<file path="src/rtl/cqm_pkg.sv">
// cdf quantile mapper shared definitions: op codes, status codes, register indexes
// and the status bundle from datapath to controller. no dependencies.
`timescale 1ns / 1ps
package cqm_pkg;
	localparam int DEPTH_DEFAULT = 1024;

	localparam logic [2:0] REG_GRID_LOW    = 3'd0;
	localparam logic [2:0] REG_GRID_HIGH   = 3'd1;
	localparam logic [2:0] REG_INV_STEP    = 3'd2;
	localparam logic [2:0] REG_POINTS_USED = 3'd3;
	localparam logic [2:0] REG_TABLE_VALID = 3'd4;

	localparam logic [1:0] ST_MAPPED = 2'd0;
	localparam logic [1:0] ST_FAIL   = 2'd1;
	localparam logic [1:0] ST_LOADED = 2'd2;

	localparam logic [16:0] ONE_Q16 = 17'd65536;

	typedef logic [4:0] op_t;
	localparam op_t OP_NONE      = 5'd0;
	localparam op_t OP_ACCEPT    = 5'd1;
	localparam op_t OP_MUL       = 5'd2;
	localparam op_t OP_SRC_A     = 5'd3;
	localparam op_t OP_SRC_B     = 5'd4;
	localparam op_t OP_SRC_M     = 5'd5;
	localparam op_t OP_SRC_C     = 5'd6;
	localparam op_t OP_SRCH_RD   = 5'd7;
	localparam op_t OP_SRCH_CMP  = 5'd8;
	localparam op_t OP_FIN_A     = 5'd9;
	localparam op_t OP_FIN_B     = 5'd10;
	localparam op_t OP_FIN_C     = 5'd11;
	localparam op_t OP_DIV_INIT  = 5'd12;
	localparam op_t OP_DIV       = 5'd13;
	localparam op_t OP_BL_MUL    = 5'd14;
	localparam op_t OP_RES_LOAD  = 5'd15;
	localparam op_t OP_RES_FAIL  = 5'd16;
	localparam op_t OP_RES_HIGH  = 5'd17;
	localparam op_t OP_RES_LOW   = 5'd18;
	localparam op_t OP_RES_G0    = 5'd19;
	localparam op_t OP_RES_BLEND = 5'd20;

	typedef struct packed {
		logic is_load;
		logic early_fail;
		logic c_bad;
		logic srch_done;
		logic k_ge_n;
		logic k_zero;
		logic den_bad;
		logic div_clamp;
		logic div_last;
	} dp_stat_t;
endpackage

</file>
<file path="src/rtl/cqm_ctrl.sv">
// cdf quantile mapper controller: sequences load and map words through the datapath
// depends on cqm_pkg
`timescale 1ns / 1ps
module cqm_ctrl
	import cqm_pkg::*;
(
	input  logic     clk,
	input  logic     arst_n,
	input  logic     start,
	input  dp_stat_t stat,
	output logic     busy,
	output op_t      op
);
	localparam logic [3:0] S_IDLE = 4'd0;
	localparam logic [3:0] S_DISP = 4'd1;
	localparam logic [3:0] S_SRCA = 4'd2;
	localparam logic [3:0] S_SRCB = 4'd3;
	localparam logic [3:0] S_SRCM = 4'd4;
	localparam logic [3:0] S_SRCC = 4'd5;
	localparam logic [3:0] S_SRD  = 4'd6;
	localparam logic [3:0] S_SCMP = 4'd7;
	localparam logic [3:0] S_FINB = 4'd8;
	localparam logic [3:0] S_FINC = 4'd9;
	localparam logic [3:0] S_FIND = 4'd10;
	localparam logic [3:0] S_DIV  = 4'd11;
	localparam logic [3:0] S_BMUL = 4'd12;
	localparam logic [3:0] S_BRES = 4'd13;

	logic [3:0] state_q, state_nx;

	assign busy = (state_q != S_IDLE);

	always_comb begin
		state_nx = state_q;
		op = OP_NONE;
		case (state_q)
			S_IDLE: begin
				if (start) begin
					op = OP_ACCEPT;
					state_nx = S_DISP;
				end
			end
			S_DISP: begin
				if (stat.is_load) begin
					op = OP_RES_LOAD;
					state_nx = S_IDLE;
				end else if (stat.early_fail) begin
					op = OP_RES_FAIL;
					state_nx = S_IDLE;
				end else begin
					op = OP_MUL;
					state_nx = S_SRCA;
				end
			end
			S_SRCA: begin
				op = OP_SRC_A;
				state_nx = S_SRCB;
			end
			S_SRCB: begin
				op = OP_SRC_B;
				state_nx = S_SRCM;
			end
			S_SRCM: begin
				op = OP_SRC_M;
				state_nx = S_SRCC;
			end
			S_SRCC: begin
				op = OP_SRC_C;
				state_nx = S_SRD;
			end
			S_SRD: begin
				if (stat.c_bad) begin
					op = OP_RES_FAIL;
					state_nx = S_IDLE;
				end else if (stat.srch_done) begin
					if (stat.k_ge_n) begin
						op = OP_RES_HIGH;
						state_nx = S_IDLE;
					end else if (stat.k_zero) begin
						op = OP_RES_LOW;
						state_nx = S_IDLE;
					end else begin
						op = OP_FIN_A;
						state_nx = S_FINB;
					end
				end else begin
					op = OP_SRCH_RD;
					state_nx = S_SCMP;
				end
			end
			S_SCMP: begin
				op = OP_SRCH_CMP;
				state_nx = S_SRD;
			end
			S_FINB: begin
				op = OP_FIN_B;
				state_nx = S_FINC;
			end
			S_FINC: begin
				op = OP_FIN_C;
				state_nx = S_FIND;
			end
			S_FIND: begin
				if (stat.den_bad) begin
					op = OP_RES_G0;
					state_nx = S_IDLE;
				end else begin
					op = OP_DIV_INIT;
					state_nx = stat.div_clamp ? S_BMUL : S_DIV;
				end
			end
			S_DIV: begin
				op = OP_DIV;
				if (stat.div_last) state_nx = S_BMUL;
			end
			S_BMUL: begin
				op = OP_BL_MUL;
				state_nx = S_BRES;
			end
			S_BRES: begin
				op = OP_RES_BLEND;
				state_nx = S_IDLE;
			end
			default: begin
				state_nx = S_IDLE;
			end
		endcase
	end

	always_ff @(posedge clk or negedge arst_n) begin
		if (!arst_n) begin
			state_q <= S_IDLE;
		end else begin
			state_q <= state_nx;
		end
	end
endmodule

</file>
<file path="config.mk">
export PLATFORM = sky130hd
export DESIGN_NAME = cqm_ctrl
export DESIGN_NICKNAME = d
export VERILOG_FILES = /design/src/rtl/cqm_pkg.sv /design/src/rtl/cqm_ctrl.sv
export SDC_FILE = /design/constraint.sdc
export NUM_CORES = 1
export LEC_CHECK = 0
export BUFFER_PORTS_ARGS = -buffer_cell sky130_fd_sc_hd__buf_2
export CORE_UTILIZATION = 40
export CTS_BUF_LIST = sky130_fd_sc_hd__clkbuf_2
export CTS_CLUSTER_DIAMETER = 120
export DETAILED_ROUTE_END_ITERATION = 10
export SETUP_SLACK_MARGIN = 0.3
export SLEW_MARGIN = 5
export SYNTH_ARGS = -nofsm -noshare
export SYNTH_HDL_FRONTEND = slang
export SYNTH_SLANG_ARGS = --single-unit
</file>
<file path="constraint.sdc">
create_clock -name clk -period 2 [get_ports clk]
set_clock_uncertainty 0.1 [all_clocks]
set_input_delay 0.2 -clock clk [delete_from_list [all_inputs] [get_ports clk]]
set_output_delay 0.2 -clock clk [all_outputs]
set_load 0.05 [all_outputs]
</file>
==> impl_results.md <==
* RSZ-0062 raised after global routing: yes
* H-Tree Depth at 1
* Clk sinks at 4
* Crit. End Element: output port
* Post-Route WL at approximately 2.1 mm
* Gpl congestion at approximately 0.83
* Yosys warning count at 0
* Clock Path Buffers at 2
* Max incr delay on CP at roughly 400 ps
* Max VDD drop at approximately 1.0 mV
* Clock root buffer: clkbuf_2
* Post-synthesis register bit count at 4
* Final Cell Area at around 960 sq um
* Biggest regs: state_q (4)
* Overflow after GRT at 0
* Clk slew on worst S/H paths at roughly 60 ps
* Die width at ~40 microns
* Placeable Area at roughly 1300 sq um
* Pre-CTS setup slack at 120 ps
* Count of input and output buffers at 17
* Iteration-0 DRC count of the detailed router at 48
* Post-synthesis adder-cell area fraction at 0%
* ANT cells at 0
* Avg Synthesized Cell Area at roughly 7.3 sq um
* Synthesized area at between 500 and 600 sq um
* Mapped Cells at slightly above 80
* Critical path startpoint category: flip-flop
* WS Path Type: flip-flop to output port
* Largest net degree at the start of global routing at 16
* Max reg flops at 4
* Async SR Flop Fraction at 100%
* Yosys top cell by area: dfrtp_1
* DRT antenna net count at 0
* CP cell instances: nand2b_4 -> or3_4 -> a31o_1 -> o2111ai_2 -> buf_6
* Top-level I/O count at 18
* Minimum clock period at around 2000 ps
* Netlist cell types at 37
* Initial Util at around 44%
* Mux cell area share after synthesis at around 1.7%
* Clock latency on the worst-skew pair at ~230 ps
* Final nets at 125
* Reg-to-reg startpoint: state_q[2]
* Status: complete, no violations
* # DRC at 0
* WP data arrival at ~1700 ps
* DR vias at between 700 and 800
* Min-delay src: stat[3]
* Area contributors post-synth: dfrtp_1 17%, a21oi_1 6.8%, o21ai_0 5.1%, o21ai_1 5.1%, nand2b_4 4.7%
* Fmax at 513 MHz
* Setup Viol. Count Final at 0
* Synth Net Count at 93
* Reg2reg end: state_q[0]
* Routed WL per cell at about 17 microns
* First-pass GRT wire length at just under 3 mm
* Final Cycle Share at between 90 and 100%
* Vias per inst at approximately 6.3
* Seq/Total Area, Yosys at 16.9%
* Power per cell area at roughly 1700 nW/um^2
* Hold endpoint: state_q[3]
* Post-synthesis simple-gate area fraction at between 20 and 30%
* R2r setup slk at approximately 330 ps
* Final Slew Violations at 0
* Total track usage at between 20% and 30%
* Fraction of layout cells with a size suffix above 1 at a little over half
* Post-synth EDFFs at 0
* Fill cells at ~100
* Max-cap violation count at 0
* Worst min path class: input pin to flip-flop
* Hpwl dp at 1.25 mm
* Total negative slack at 0 ps
* Synth-to-Final Area Change at 63.3%
* Main combinational cell family by area after synthesis: compound AO/OA/AOI/OAI gates
* Placed cell area at around 720 sq um
* Compound-Gate Fraction of Synth Area at a little over two fifths
* Area share of xor/xnor cells in the synthesized design at 0%
* Reg with most FFs: state_q
* Die height at between 40 and 50 microns
* Crit-path max FO at 4
* Leakage power at about 0.41 nW
* DRT Pass-1 Iters at 5
* CTS tree: done
* Slew headroom at 78.5%
* Share of the synthesized area in the top cell type at 16.9%
* Initial antenna violation count at 0
* Cells on Worst Hold Path at 2
* Number of cell rows at 13
* Worst Reg2Reg Path Length in Cells at 6
* Total power at ~1.6 mW
* Ys flop type: dfrtp_1
* Pin slew with the least headroom to its limit at between 300 and 400 ps
* Highest-delay cell along the critical path: or3_4
* CP Data Required Time at roughly 1700 ps
* Utilization after layout at between 70% and 80%
* Post-route setup slack at 49.5 ps
* Vias in the first global route at between 600 and 700
* Die area at between 1500 and 2000 sq um
* Cts bufs inserted at 3
* Fin. Hold Viols at 0
==> cells by family (layout without fill, tap and decap cells) <==
kind of cell           count (synthesis)  after routing
AO/OA/AOI/OAI                         38             38
buffers and inverters                 11             41
AND/OR/NAND/NOR                       27             27
multiplexers                           1              1
flip-flops                             4              4
==> critical path: cells and delay by family, from the launching register on <==
kind                   cells  cell delay, ps
DFF                        1             390
and+or+nand+nor            2             550
buffers and inverters      1             180
AOI/OAI and AO/OA          2             310
==> synth_stat cells, types with 3 or more instances <==
master and count:
a21oi_1 8, buf_2 3, dfrtp_1 4, inv_1 4
nand2_1 5, nand2b_1 3, nor2_1 5, nor3_1 3
o21ai_0 6, o21ai_1 6
==> metal layers <==
layer / global-route usage, % / vias to the layer above / wire length [microns]
met2: 43.7 / 59 / 1070
met5: 0 / - / 0
met4: 15.8 / 0 / 38
met1: 37.1 / 361 / 830
li1: - / 367 / -
met3: 5.56 / 7 / 196
==> area by class of cell <==
cell class / instances / area, sq um / share of cell area, %
timing repair buffer: 33 / 274 / 28.4
clock buffer: 3 / 15.0 / 1.56
inverter: 5 / 21.3 / 2.20
tap: 15 / 18.8 / 1.95
sequential: 4 / 103 / 10.6
multi-input combinational: 66 / 533 / 55.3
==> report_power, final <==
group          internal [mW]  switching, mW  total [mW]  leakage [nW]
Sequential             0.115         0.0496       0.165        0.0487
Combinational          0.624          0.771        1.39         0.345
Clock                 0.0405         0.0413      0.0817        0.0125
==> per-stage QoR <==
stage | instances | hold slack, ps
global placement | 112 | -93.1
CTS | 120 | 165
detailed placement | 112 | -95.6
finish | 126 | 168
global route | 126 | 160
floorplan | 81 | -196
==> cells in the final DEF (no fill, tap or decap), types with 2 or more instances in the layout <==
master    instances
o21ai_2           3
buf_6             9
buf_2            11
dfrtp_2           2
o21ai_0           6
a21oi_1           7
clkbuf_2          4
o31ai_1           2
nand2b_1          3
buf_4             9
dfrtp_1           2
nand2_1           5
or3_4             2
nor2_1            4
nor3_1            2
o21ai_1           3
nand2b_4          2
nor2b_1           2
inv_1             4
==> what timing repair did <==
| action | 4_1_cts | 5_1_grt |
|---|---|---|
| cloned | 0 | 0 |
| endpoints found under the setup margin | 6 | 6 |
| endpoints found under the hold margin | 4 | 0 |
| buffers inserted | 4 | 6 |
| hold buffers | 1 | 0 |
| pin swaps | 3 | 6 |
| resized for setup | 20 | 17 |
==> worst max-delay path by stage <==
stage,start,to,slack (ps),cells after the start
after floorplan,state_q[0],op[3],210,3
after global placement,state_q[1],op[0],160,5
after detailed placement,state_q[1],op[0],120,5
after CTS,state_q[3],op[0],60,5
after global routing,state_q[0],op[0],-5,5
final,state_q[0],op[0],50,5
No activity file was read; power rests on OpenSTA's default activity.
